===== src/design/relay_stage_sequencer_core_assert.svh =====
`ifndef RELAY_STAGE_SEQUENCER_CORE_ASSERT_SVH
`define RELAY_STAGE_SEQUENCER_CORE_ASSERT_SVH

// same-cycle implication
`define RSS_ASSERT_NOW(label, clk, rst_n, ante, cons) \
	label: assert property (@(posedge clk) disable iff (!rst_n) (ante) |-> (cons)) \
		else $error("relay sequencer check failed");

// next-cycle implication
`define RSS_ASSERT_NEXT(label, clk, rst_n, ante, cons) \
	label: assert property (@(posedge clk) disable iff (!rst_n) (ante) |=> (cons)) \
		else $error("relay sequencer check failed");

`endif


===== src/design/rss_ram.sv =====
module rss_ram #(
	parameter int WIDTH = 32,
	parameter int DEPTH = 128
) (
	input  logic                                   clk,
	input  logic                                   we,
	input  logic [((DEPTH > 1) ? $clog2(DEPTH) : 1)-1:0] waddr,
	input  logic [WIDTH-1:0]                       wdata,
	input  logic                                   re,
	input  logic [((DEPTH > 1) ? $clog2(DEPTH) : 1)-1:0] raddr,
	output logic [WIDTH-1:0]                       rdata
);

	logic [WIDTH-1:0] mem [DEPTH];

	always_ff @(posedge clk) begin
		if (we) begin
			mem[waddr] <= wdata;
		end
		if (re) begin
			rdata <= mem[raddr];
		end
	end

endmodule


===== config.mk =====
export PLATFORM = sky130hd
export DESIGN_NAME = rss_ram
export DESIGN_NICKNAME = d
export VERILOG_FILES = /design/src/design/relay_stage_sequencer_core_assert.svh /design/src/design/rss_ram.sv
export SDC_FILE = /design/constraint.sdc
export NUM_CORES = 2
export LEC_CHECK = 0
export BUFFER_PORTS_ARGS = -buffer_cell sky130_fd_sc_hd__buf_2
export CORE_ASPECT_RATIO = 1.5
export CORE_MARGIN = 4
export CORE_UTILIZATION = 50
export CTS_BUF_LIST = sky130_fd_sc_hd__clkbuf_8
export CTS_CLUSTER_DIAMETER = 40
export DETAILED_ROUTE_END_ITERATION = 7
export PLACE_DENSITY_LB_ADDON = 0.2
export RECOVER_POWER = 25
export SETUP_SLACK_MARGIN = 0.15
export SLEW_MARGIN = 20
export SYNTH_ARGS = -nofsm -noshare
export SYNTH_HDL_FRONTEND = slang
export SYNTH_SLANG_ARGS = --single-unit

===== constraint.sdc =====
create_clock -name clk -period 4.5 [get_ports clk]
set_input_delay 1.35 -clock clk [delete_from_list [all_inputs] [get_ports clk]]
set_output_delay 1.35 -clock clk [all_outputs]
set_load 0.01 [all_outputs]

==> results.sh <==
export IMPL_synth_area_leaders="edfxtp_1, mux4_2, clkbuf_1"
export IMPL_final_setup_tns_ns=0
export IMPL_clockBufferDepth=4
export IMPL_final_setup_worst_slack_ns=0.609
export IMPL_leakagePower_nw=55.5
export IMPL_vias=72900
export IMPL_min_delay_path_class="in -> reg"
export IMPL_gp_congestion=0.827
export IMPL_nets=6890
export IMPL_grt_pass1_wl_mm=599
export IMPL_dieArea_um2=322000
export IMPL_worstPathRequired_ns=4.77
export IMPL_cts_sinks=4128
export IMPL_numPortBuffers=80
export IMPL_root_buffer="clkbuf_8"
export IMPL_status="finished with violations"
export IMPL_clk_latency_ns=1.08
export IMPL_place_inst=10400
export IMPL_arrival_ns=4.17
export IMPL_synth_top_area_share=0.792
export IMPL_vias_per_cell=6.30
export IMPL_dpl_worst_slack_ns=-0.291
export IMPL_syn_num_nets=6039
export IMPL_antenna_found_initial=63
export IMPL_layout_cells_non_filler=11600
export IMPL_hold_ws_ns=0.642
export IMPL_critPathLaunchType="input port"
export IMPL_setup_violations=0
export IMPL_violations="capacitance limit, slew limit"
export IMPL_finalHoldViolCount=0
export IMPL_synthCells=5990
export IMPL_drv_slew=2304
export IMPL_grt_ovfl_total=0
export IMPL_fillCellCount=22000
export IMPL_cpPeakStageDelay_ns=2.55
export IMPL_ir_worst_vdd_v=0.000257
export IMPL_rrSetupSlack_ns=1.68
export IMPL_rows=251
export IMPL_core_area_um2=312000
export IMPL_cts_setup_buffers=0
export IMPL_fin_util=0.574
export IMPL_place_area_um2=168000
export IMPL_skew_ns=0.0670
export IMPL_criticalPathCategory="in -> reg"
export IMPL_drt_initial_drc_count=9187
export IMPL_dr_pass1_iters=5
export IMPL_ant_nets=0
export IMPL_maxCapViolCount=32
export IMPL_fmax_ghz=0.257
export IMPL_cp_top_family="buffers and inverters"
export IMPL_first_global_vias=75200
export IMPL_ctsResizeCount=0
export IMPL_syn_to_final_growth_pct=14.4
export IMPL_routed_wl_mm=432
export IMPL_critPathBufInv=1
export IMPL_slowest_stage="clkbuf_1"
export IMPL_die_w_um=465
export IMPL_wire_per_inst_um=37.4
export IMPL_die_y_um=693
export IMPL_grt_max_degree=129
export IMPL_yosys_warnings=0
export IMPL_period_share=0.865
export IMPL_synth_seq_cells=4128
export IMPL_worstMarginPinSlew_ns=3.90
export IMPL_cp_cell_sequence="clkbuf_1"
export IMPL_initial_core_util=0.502
export IMPL_cts_hold_buf=0
export IMPL_drive_gt1_frac=0.381
export IMPL_power_mw=74.4
export IMPL_synth_area_leader_cell="edfxtp_1"
export IMPL_gr_usage_all_layers=0.269
export IMPL_numCtsBuffers=602
export IMPL_rsz0062_at_grt="no"
export IMPL_synth_seq_area_share=0.792
export IMPL_post_route_min_period_ns=3.89
export IMPL_relSlewSlack=-1.60
export IMPL_yosys_cell_types_count=16
export IMPL_cts_tree="done"
export IMPL_synthesis_area_um2=157000
export IMPL_ioPinCount=81
export IMPL_clk_pin_slew_ns=0.07
export IMPL_avgSynthCellArea_um2=26.1
export IMPL_h_tree_depth=6
export IMPL_cellPowerDensity_nw_per_um2=415
export IMPL_drc=0
export IMPL_critical_path_max_fanout=65
export IMPL_final_area_um2=179000
export IMPL_end_kind="flop"
export IMPL_dpl_hpwl_mm=250
-- cells in the final DEF (no fill, tap or decap), drive strengths merged --
master,count
nor2b,7
or3,1
clkinvlp,24
nand4,3
buf,523
mux4,1344
nand3,12
nand2b,2
clkbuf,653
bufinv,9
mux2,32
inv,194
diode,105
clkinv,213
nand2,14
nor2,122
edfxtp,4128
nor3,9
-- synth_stat cells, drive strengths merged --
master and instances:
buf 134, clkbuf 182, edfxtp 4128, mux2 32, mux4 1344, nand2 14, nand2b 2, nand3 12
nand4 3, nor2 122, nor2b 7, nor3 9, or3 1
-- state kept, by name, summed over array words and instances, names as in the netlist --
signal / count
mem: 4096
rdata: 32
-- logic make-up (layout without fill, tap and decap cells) --
family                 after synthesis  count (layout)  share of synthesized area
buffers and inverters              316            1616                    0.00837
flip-flops                        4128            4128                      0.792
multiplexers                      1376            1376                      0.196
other                                0             105                          0
AND/OR/NAND/NOR                    170             170                    0.00445
-- area by class of cell --
cell class | instances | area [µm²] | share of cell area
multi-input cells | 1546 | 32300 | 0.181
diodes | 105 | 263 | 0.00147
repair buffers | 563 | 6700 | 0.0374
well taps | 4174 | 5220 | 0.0292
flip-flops and latches | 4128 | 124000 | 0.692
clock inverters | 440 | 2180 | 0.0122
clock buffers | 613 | 8440 | 0.0471
-- metal layers --
layer / up-vias / routed length (µm) / GRT usage
li1: 28300 / - / -
met1: 40000 / 150000 / 0.339
met2: 3754 / 224000 / 0.460
met3: 738 / 36200 / 0.0463
met4: 18 / 21300 / 0.124
met5: - / 114 / 0
-- where the power goes --
| group | switching [mW] | internal, mW | total (mW) |
|---|---|---|---|
| combinational | 2.68 | 1.75 | 4.44 |
| clock | 14.1 | 13.2 | 27.3 |
| sequential | 0.116 | 42.6 | 42.7 |
-- path summary, 6_finish.rpt --
kind,start,endpoint,depth (start not counted)
worst min-delay path,wdata[11],mem[47][11]$_DFFE_PP_,1
worst min register to register,mem[36][23]$_DFFE_PP_,rdata[23]$_DFFE_PP_,4
worst max register to register,mem[23][20]$_DFFE_PP_,rdata[20]$_DFFE_PP_,4
worst max-delay path,wdata[5],mem[114][5]$_DFFE_PP_,1
(Power assumes the default switching activity.)
