## src/design/relay_stage_sequencer_core_assert.svh

```systemverilog
`ifndef RELAY_STAGE_SEQUENCER_CORE_ASSERT_SVH
`define RELAY_STAGE_SEQUENCER_CORE_ASSERT_SVH

// same-cycle implication
`define RSS_ASSERT_NOW(label, clk, rst_n, ante, cons) \
	label: assert property (@(posedge clk) disable iff (!rst_n) (ante) |-> (cons)) \
		else $error("relay sequencer check failed");

// next-cycle implication
`define RSS_ASSERT_NEXT(label, clk, rst_n, ante, cons) \
	label: assert property (@(posedge clk) disable iff (!rst_n) (ante) |=> (cons)) \
		else $error("relay sequencer check failed");

`endif

```

## src/design/rss_pkg.sv

```systemverilog
package rss_pkg;

	localparam logic [1:0] OP_LOAD  = 2'd0;
	localparam logic [1:0] OP_START = 2'd1;
	localparam logic [1:0] OP_TICK  = 2'd2;

	localparam int TIME_W      = 32;
	localparam int SEQ_SEL_W   = 3;
	localparam int STAGE_NUM_W = 5;

	typedef struct packed {
		logic [1:0]           opcode;
		logic [SEQ_SEL_W-1:0] seq_select;
		logic                 first_stage;
		logic [TIME_W-1:0]    stage_duration;
		logic [TIME_W-1:0]    now_time;
	} item_t;

	typedef struct packed {
		logic                   relay_level;
		logic                   running;
		logic [STAGE_NUM_W-1:0] stage_number;
		logic                   finished;
		logic                   load_rejected;
	} result_t;

endpackage

```

## src/design/rss_ctrl.sv

```systemverilog
`include "relay_stage_sequencer_core_assert.svh"

module rss_ctrl #(
	parameter int NUM_SEQUENCES = 8,
	parameter int MAX_STAGES    = 16,
	localparam int SEQ_IW = (NUM_SEQUENCES > 1) ? $clog2(NUM_SEQUENCES) : 1,
	localparam int STG_IW = (MAX_STAGES > 1) ? $clog2(MAX_STAGES) : 1,
	localparam int CNT_W  = $clog2(MAX_STAGES + 1)
) (
	input  logic                       clk,
	input  logic                       arst_n,
	input  logic                       commit,
	input  rss_pkg::item_t             item,
	input  logic [SEQ_IW-1:0]          seq_idx,
	input  logic                       seq_ok,
	input  logic [CNT_W-1:0]           cnt,
	input  logic [rss_pkg::TIME_W-1:0] mem_end,
	output logic [SEQ_IW-1:0]          la_seq,
	output logic [CNT_W-1:0]           la_idx,
	output logic                       cnt_we,
	output logic [CNT_W-1:0]           cnt_wval,
	output logic                       mem_we,
	output logic [STG_IW-1:0]          mem_wstage,
	output logic [rss_pkg::TIME_W-1:0] mem_wdata,
	output rss_pkg::result_t           res
);

	localparam int TW = rss_pkg::TIME_W;

	logic              active_q, relay_q;
	logic [SEQ_IW-1:0] seq_q;
	logic [TW-1:0]     start_q;
	logic [CNT_W-1:0]  idx_q, act_cnt_q;

	logic              nxt_active, nxt_relay, fin, rej;
	logic [SEQ_IW-1:0] nxt_seq;
	logic [TW-1:0]     nxt_start;
	logic [CNT_W-1:0]  nxt_idx, nxt_act_cnt, eff_cnt, idx_inc;
	logic [TW:0]       sum_end, limit;
	logic              late;

	assign eff_cnt = item.first_stage ? '0 : cnt;
	assign sum_end = {1'b0, item.stage_duration} + ((eff_cnt != '0) ? {1'b0, mem_end} : '0);
	assign limit   = {1'b0, mem_end} + {1'b0, start_q};
	assign late    = limit < {1'b0, item.now_time};
	assign idx_inc = idx_q + 1'b1;

	always_comb begin
		nxt_active  = active_q;
		nxt_relay   = relay_q;
		nxt_seq     = seq_q;
		nxt_start   = start_q;
		nxt_idx     = idx_q;
		nxt_act_cnt = act_cnt_q;
		fin         = 1'b0;
		rej         = 1'b0;
		cnt_we      = 1'b0;
		cnt_wval    = eff_cnt + 1'b1;
		mem_we      = 1'b0;
		mem_wstage  = eff_cnt[STG_IW-1:0];
		mem_wdata   = sum_end[TW] ? '1 : sum_end[TW-1:0];
		unique case (item.opcode)
			rss_pkg::OP_LOAD: begin
				if (active_q || !seq_ok || eff_cnt >= CNT_W'(MAX_STAGES)) begin
					rej = 1'b1;
				end else begin
					cnt_we = 1'b1;
					mem_we = 1'b1;
				end
			end
			rss_pkg::OP_START: begin
				if (!active_q && seq_ok && cnt != '0) begin
					nxt_active  = 1'b1;
					nxt_seq     = seq_idx;
					nxt_start   = item.now_time;
					nxt_idx     = '0;
					nxt_act_cnt = cnt;
				end
			end
			rss_pkg::OP_TICK: begin
				if (active_q) begin
					if (idx_q >= act_cnt_q) begin
						nxt_active = 1'b0;
						nxt_relay  = 1'b0;
						fin        = 1'b1;
					end else begin
						nxt_relay = ~idx_q[0];
						if (late) begin
							nxt_idx = idx_inc;
							if (idx_inc >= act_cnt_q) begin
								nxt_active = 1'b0;
								nxt_relay  = 1'b0;
								fin        = 1'b1;
							end
						end
					end
				end
			end
			default: begin
			end
		endcase
	end

	always_ff @(posedge clk or negedge arst_n) begin
		if (!arst_n) begin
			active_q  <= 1'b0;
			relay_q   <= 1'b0;
			seq_q     <= '0;
			start_q   <= '0;
			idx_q     <= '0;
			act_cnt_q <= '0;
		end else if (commit) begin
			active_q  <= nxt_active;
			relay_q   <= nxt_relay;
			seq_q     <= nxt_seq;
			start_q   <= nxt_start;
			idx_q     <= nxt_idx;
			act_cnt_q <= nxt_act_cnt;
		end
	end

	assign la_seq = commit ? nxt_seq : seq_q;
	assign la_idx = commit ? nxt_idx : idx_q;

	assign res.relay_level   = nxt_relay;
	assign res.running       = nxt_active;
	assign res.stage_number  = nxt_active ? rss_pkg::STAGE_NUM_W'(nxt_idx) : '0;
	assign res.finished      = fin;
	assign res.load_rejected = rej;

	`RSS_ASSERT_NEXT(a_fin_idle, clk, arst_n, commit && fin, !active_q && !relay_q)
	`RSS_ASSERT_NOW(a_idx_range, clk, arst_n, active_q, idx_q < act_cnt_q)
	`RSS_ASSERT_NOW(a_cnt_nonzero, clk, arst_n, active_q, act_cnt_q != '0)
	`RSS_ASSERT_NOW(a_load_idle, clk, arst_n, commit && mem_we, !active_q && !rej)

endmodule

```

## config.mk

```make
export PLATFORM = sky130hd
export DESIGN_NAME = rss_ctrl
export DESIGN_NICKNAME = d
export VERILOG_FILES = /design/src/design/rss_pkg.sv /design/src/design/rss_ctrl.sv
export VERILOG_INCLUDE_DIRS = /design/src /design/src/design
export SDC_FILE = /design/constraint.sdc
export NUM_CORES = 1
export LEC_CHECK = 0
export BUFFER_PORTS_ARGS = -buffer_cell sky130_fd_sc_hd__buf_2
export CORE_ASPECT_RATIO = 0.9
export CORE_MARGIN = 8
export CORE_UTILIZATION = 45
export DETAILED_ROUTE_END_ITERATION = 10
export GPL_TIMING_DRIVEN = 0
export PLACE_DENSITY = 0.78
export SLEW_MARGIN = 20
export SYNTH_ARGS = -nofsm -noshare
export SYNTH_HDL_FRONTEND = slang
export SYNTH_SLANG_ARGS = --single-unit
```

## constraint.sdc

```tcl
create_clock -name clk -period 5.4 [get_ports clk]
set_input_delay 0.27 -clock clk [delete_from_list [all_inputs] [get_ports clk]]
set_output_delay 0.27 -clock clk [all_outputs]
set_load 0.05 [all_outputs]
```

==> summary.md, run 1 <==
| Metric | Value |
|---|---|
| Leakage power | 0.004452 uW |
| Residual DRC | 0 |
| Post-synthesis mux area share | 6.051% |
| Avg WL per Cell | 16.55 um |
| Crit share post-route | 100.6% |
| Worst-path clk slew | 0.07 ns |
| FMAX | 184.0 MHz |
| Final Skew | 0.005846 ns |
| Ys flop type | dfrtp_1 |
| Syn Area/Cell | 8.128 um2 |
| Initial Utilization | 46.35% |
| Fin. Hold Viols | 0 |
| GP Congestion | 0.9130 |
| Post-synthesis adder-cell area fraction | 20.88% |
| # H-tree levels | 2 |
| Largest family of logic cells by synthesized area | compound AO/OA/AOI/OAI gates |
| Crit path required time | 5.13 ns |
| Status | finished, violations left |
| Yosys reg bits | 47 |
| DIE WIDTH | 146.0 um |
| GRT Util Overall | 19.67% |
| Slowest Stage Delay on Critical Path | 0.40 ns |
| Largest net degree at the start of global routing | 48 |
| Max-slew violation count | 0 |
| Vias in the first global route | 6740 |
| Layout cells sized above 1 | 27.14% |
| Multi-input logic area | 5573 um2 |
| Longest Clk Path Bufs | 2 |
| Post-Syn Area | 6844 um2 |
| Rel. slew slack | 27.10% |
| Via density | 5.483 |
| Nets | 1254 |
| First-pass GRT wire length | 32040 um |
| TritonCTS clock tree | done |
| RSZ-0062 raised after global routing | yes |
| Syn Inst Count | 842 |
| Via count | 6739 |
| Hold Crit Class | input port to async pin |
| Slowest CP cell | or3_4 |
| Reg area | 1176 um2 |
| Total grt overflow | 0 |
| Fillers | 1319 |
| Syn nets | 1069 |
| Crit Path Max Fanout | 7 |
| Clock buffer count from CTS | 5 |
| Distinct cells, synth | 66 |
| Clk Latency, worst-skew pair | 0.29 ns |
| Die area | 19420 um2 |
| Die Ht | 133.0 um |
| Post-Synth Simple-Gate Area | 17.40% |
| Worst Tran Pin Value | 1.066 ns |
| Antenna-violating nets left | 0 |
| XOR/XNOR Fraction of Synth Area | 7.038% |
| Post-synth EDFFs | 0 |
| Routed Wire Length | 20330 um |
| Critical Path AT | 5.16 ns |
| Root buf cell | clkbuf_16 |
| Initial antenna violation count | 7 |
| Kind of critical path | register to output port |
| FP Rows | 42 |
| Cell family with most CP delay | compound AO/OA/AOI/OAI gates |
| DP HPWL | 16310 um |
| Crit. End Element | output port |
| Area growth syn-to-layout | 25.45% |
| Post-synthesis sequential area ratio | 17.18% |
| Synth Area in Compound Gates | 25.58% |
| Final setup fails | 3 |
| WHS | 0.003512 ns |
| Final core occ | 58.14% |
| Tmin final | 5.434 ns |
| Failing checks | negative setup slack |
| Clock Sink Count | 47 |
| Slack of the critical path | -0.03417 ns |
| DRT Pass-1 Iters | 5 |
| Post-synth ARST share | 100.0% |
| Startpoint types | register |
| Final setup TNS | -0.09649 ns |
| Max-cap violations | 0 |
| Warnings, synthesis | 0 |
| WP buf/inv | 2 |
| Iter 0 DRT Violations | 224 |
| PD cells | 499.3 nW/um2 |
| Top Ports | 174 |
| Core area | 14770 um2 |
| Port bufs | 169 |
| Peak VDD IR | 0.0003440 V |
| Crit path cell chain | ha_2, o21a_1, o21ai_0, a21boi_0, o21ai_1, a2bb2oi_4, a311o_1, nor2b_4, a211oi_2, xnor2_1, ha_1, a21oi_2, nor2b_4, a2111oi_4, o221ai_2, a211oi_2, o21ai_2, or2_1, buf_6, or3_4, o2bb2ai_4, buf_8 |
[registers in the layout (all words and copies together), names as in the netlist]
| signal | flops |
|---|---|
| start_q | 32 |
| relay_q | 1 |
| idx_q | 5 |
| act_cnt_q | 5 |
| seq_q | 3 |
| active_q | 1 |
[power breakdown]
group	total (uW)	internal (uW)	switching, uW	leakage, uW
registers	644	518	126	0.000576
logic	3230	1420	1820	0.00378
clock network	408	266	142	0.0000911
total	4290	2200	2080	0.00445
[stage by stage]
step	power, uW	cell area, um2	instances	setup slack (ns)
CTS	4089	8391	1221	0.009372
global route	4647	8586	1229	-0.1987
detailed placement	3493	7940	1209	-0.5064
global placement	3414	7938	1209	-0.4054
finish	4287	8586	1229	-0.03417
floorplan	2883	6844	842	0.01389
[layout by cell type, fill, tap and decap left out, types with 30 or more instances in the layout]
| cell type | Yosys | layout |
|---|---|---|
| xnor2_1 | 30 | 30 |
| dfrtp_1 | 47 | 47 |
| nor2_1 | 43 | 43 |
| nand2_1 | 64 | 64 |
| a21o_1 | 54 | 54 |
| mux2_2 | 35 | 35 |
| and2_1 | 37 | 37 |
| ha_1 | 111 | 102 |
| buf_2 | 3 | 159 |
| o21ai_0 | 46 | 41 |
| inv_1 | 75 | 74 |
| a21oi_1 | 56 | 52 |
[logic make-up after synthesis]
| family | after synthesis |
|---|---|
| flip-flops | 47 |
| AND/OR/NAND/NOR | 236 |
| multiplexers | 37 |
| XOR/XNOR | 55 |
| AO/OA/AOI/OAI | 257 |
| buffers and inverters | 97 |
| adder cells (fa/ha/maj) | 113 |
[worst paths after layout]
kind / cells after the start / endpoint / startpoint / slack, ns
worst max-delay path: 22 / la_idx[3] / start_q[12] / -0.03
worst min-delay path: 1 / start_q[2] / arst_n / 0.004
worst max register to register: 21 / idx_q[3] / start_q[12] / 0.61
worst min register to register: 1 / seq_q[1] / seq_q[1] / 0.50
max in group asynchronous: 1 / seq_q[0] / arst_n / 4.95
min in group clk: 3 / start_q[1] / item[1] / 0.20
[final cells by class]
class	instances	share of cell area, %
Clock inverter	2	0.6995
Buffer	20	1.253
Multi-Input combinational cell	698	64.91
Clock buffer	6	1.501
Antenna cell	3	0.08744
Inverter	75	3.279
Timing Repair Buffer	180	11.69
Tap cell	198	2.885
Sequential cell	47	13.70
[synth_stat cells, types with 25 or more instances]
library cell / number / area, um2
a21oi_1: 56 / 280.3
nand2_1: 64 / 240.2
xnor2_1: 30 / 262.8
o21ai_0: 46 / 230.2
nor2_1: 43 / 161.4
dfrtp_1: 47 / 1176
ha_1: 111 / 1389
xor2_1: 25 / 219.0
and2_1: 37 / 231.5
a21o_1: 54 / 405.4
inv_1: 75 / 281.5
mux2_2: 35 / 394.1
[per-layer routing]
layer / vias up / wire, um / track usage [%]
li1: 3402 / - / -
met1: 3102 / 9232 / 25.30
met2: 199 / 9483 / 33.04
met3: 28 / 1264 / 3.954
met4: 8 / 316 / 4.974
met5: - / 38 / 0
[timing repair]
| item | 4_1_cts | 5_1_grt |
|---|---|---|
| setup buffers | 4 | 7 |
| hold buffers | 0 | 0 |
| resized for setup | 43 | 41 |
| pin swaps | 13 | 11 |
| endpoints found under the setup margin | 15 | 13 |
Power figures use the tool's default switching activity.
==> run 2: changes to the inputs <==
--- a/config.mk
+++ b/config.mk
@@ -7,7 +7,7 @@
 export NUM_CORES = 1
 export LEC_CHECK = 0
 export BUFFER_PORTS_ARGS = -buffer_cell sky130_fd_sc_hd__buf_2
-export CORE_ASPECT_RATIO = 0.9
+export CORE_ASPECT_RATIO = 0.75
 export CORE_MARGIN = 8
 export CORE_UTILIZATION = 45
 export DETAILED_ROUTE_END_ITERATION = 10
==> run 2 against run 1 <==
Net effect:
- the flow now finishes without violations
- register-to-register slack better by 0.06 ns
- cell area is 0.73% lower
- flip-flop and latch count stayed put
- hold slack better by 0.0025 ns
- die area is 0.18% higher
- core utilization is 1.4 points lower
- power is 2.3% lower
- final cell count hardly changed
- largest cell class unchanged
- global-route usage is 0.48 points higher
- clock power is 14% lower
==> summary.md, run 2 (synthesized netlist as in run 1, its figures left out) <==
| Metric | Value |
|---|---|
| NetSw | 2077 uW |
| RSZ-0062 raised after global routing | yes |
| DRT Pass-1 Iters | 5 |
| Switching Fraction | 49.59% |
| Busiest grt layer | met2 |
| Startpoint types | register |
| Crit. End Element | output port |
| Worst Tran Pin Value | 1.183 ns |
| Total power | 4187 uW |
| Top Registers | start_q: 32 flops, act_cnt_q: 5 flops, idx_q: 5 flops |
| Tmin final | 5.372 ns |
| Commonest non-fill, non-tap cell in the layout | buf_2 |
| Post-Layout Cell Count | 1228 |
| Clock share of power | 8.4% |
| Antenna-violating nets left | 0 |
| Clock buffer count from CTS | 5 |
| Most flop-heavy register | start_q |
| Cells on worst reg2reg path | 21 |
| Avg WL per Cell | 16.57 um |
| Critical Path AT | 5.10 ns |
| GRT Util Overall | 20.15% |
| Initial Utilization | 45.54% |
| GP Congestion | 0.9360 |
| Combinational share of power | 76.3% |
| FP Rows | 39 |
| Post-CTS Hold Fix Bufs | 0 |
| Die Ht | 122.8 um |
| Final Skew | 0.006340 ns |
| Longest Clk Path Bufs | 2 |
| First-pass GRT wire length | 31950 um |
| Max-slew violation count | 0 |
| Final setup fails | 0 |
| Largest register FFs | 32 |
| DP HPWL | 16690 um |
| FMAX | 186.2 MHz |
| Crit path required time | 5.13 ns |
| Vias in the first global route | 6623 |
| Crit Path Max Fanout | 8 |
| DIE WIDTH | 158.4 um |
| Residual DRC | 0 |
| Total grt overflow | 0 |
| Largest net degree at the start of global routing | 48 |
| Die area | 19450 um2 |
| Routing usage on met2 | 31.07% |
| Top Ports | 174 |
| Cell count after placement | 1216 |
| Via density | 5.523 |
| Crit share post-route | 99.48% |
| Clock Sink Count | 47 |
| Area growth syn-to-layout | 24.53% |
| Routed Wire Length | 20350 um |
| Post-route cell area | 8523 um2 |
| Worst r2r src | start_q[9] |
| Pre-CTS WS | -0.5280 ns |
| Slack of the critical path | 0.02823 ns |
| Met3 Use GR | 4.293% |
| Status | finished clean |
| Via count | 6782 |
| Nets | 1249 |
| Layout cells sized above 1 | 26.13% |
| Max-cap violations | 0 |
| PD cells | 491.3 nW/um2 |
| Leakage power | 0.004416 uW |
| Clk Latency, worst-skew pair | 0.29 ns |
| # H-tree levels | 2 |
| Core area | 15030 um2 |
| Rel. slew slack | 20.07% |
| Final setup TNS | 0 ns |
| TritonCTS clock tree | done |
| Root buf cell | clkbuf_16 |
| Peak VDD IR | 0.0002883 V |
| Worst-path clk slew | 0.07 ns |
| Reg power frac | 15.3% |
| Kind of critical path | register to output port |
| Commonest cells after routing, fill and taps aside | buf_2 (157), ha_1 (104), inv_1 (75) |
| Int Pwr | 2111 uW |
| Critical register-to-register path endpoint | idx_q[4] |
| Placement Cell Area | 7949 um2 |
| Hold Crit Class | input port to async pin |
| Met1 Usage GRT | 28.26% |
| Initial antenna violation count | 5 |
| Setup slack, reg-to-reg | 0.67 ns |
| Port bufs | 169 |
| Iter 0 DRT Violations | 400 |
| CP startpoint | start_q[9] |
| Fin. Hold Viols | 0 |
run 2: worst max path at each step:
stage,endpoint,cells past startpoint,slack [ns]
floorplan,la_idx[3],23,0.01
global placement,la_idx[4],25,-0.49
detailed placement,la_idx[4],25,-0.53
CTS,la_idx[4],24,0.02
global route,la_idx[4],21,-0.20
finish,la_idx[4],22,0.03
run 2: repair_timing:
action | CTS | global route
resized for setup | 38 | 50
hold endpoints to repair | 0 | 0
buffers inserted | 3 | 4
cloned | 0 | 0
pin swaps | 15 | 15
setup endpoints to repair | 15 | 13
run 2: through the flow:
step           hold WS, ns  util, %
6_report          0.006016    56.71
5_1_grt            0.05665    56.71
4_1_cts            0.03260    55.44
3_5_place_dp        0.3471    52.89
3_3_place_gp        0.4746    52.87
2_1_floorplan     -0.02559        -
run 2: final cells by class:
cell class,count,area (um2)
fill,1418,6506
multi-input combinational,698,5554
sequential,47,1176
timing repair buffer,175,985.9
inverter,75,281.5
tap,205,256.5
clock buffer,6,128.9
buffer,20,107.6
clock inverter,1,30.03
antenna,1,2.502
run 2: power groups by stage:
stage | registers (uW) | clock network [uW] | logic [uW]
after floorplan | 591 | 0 | 2290
after global placement | 627 | 0 | 2800
after detailed placement | 638 | 0 | 2880
after global routing | 663 | 375 | 3520
final | 642 | 352 | 3190
after CTS | 637 | 362 | 3020
run 2: routing by layer:
metal	wire length, um	vias to the layer above
li1	-	3399
met1	9537	3111
met2	8664	237
met3	1774	27
met4	325	8
met5	44	-
run 2: critical path, cell delays in order (launching register included):
cell and delay [ns]:
dfrtp_1 0.41, ha_4 0.25, a21o_1 0.20, a21o_1 0.19, a21oi_2 0.21, nand4_1 0.20, a2bb2oi_4 0.22, a311o_1 0.36
nor2b_4 0.14, a211oi_2 0.16, xnor2_1 0.12, ha_1 0.33, a21oi_2 0.12, nor2b_1 0.06, a2111oi_2 0.24, o221ai_2 0.18
a211oi_2 0.18, o21ai_2 0.14, or2_1 0.24, buf_6 0.14, or3_4 0.39, o2bb2ai_4 0.17, buf_8 0.17
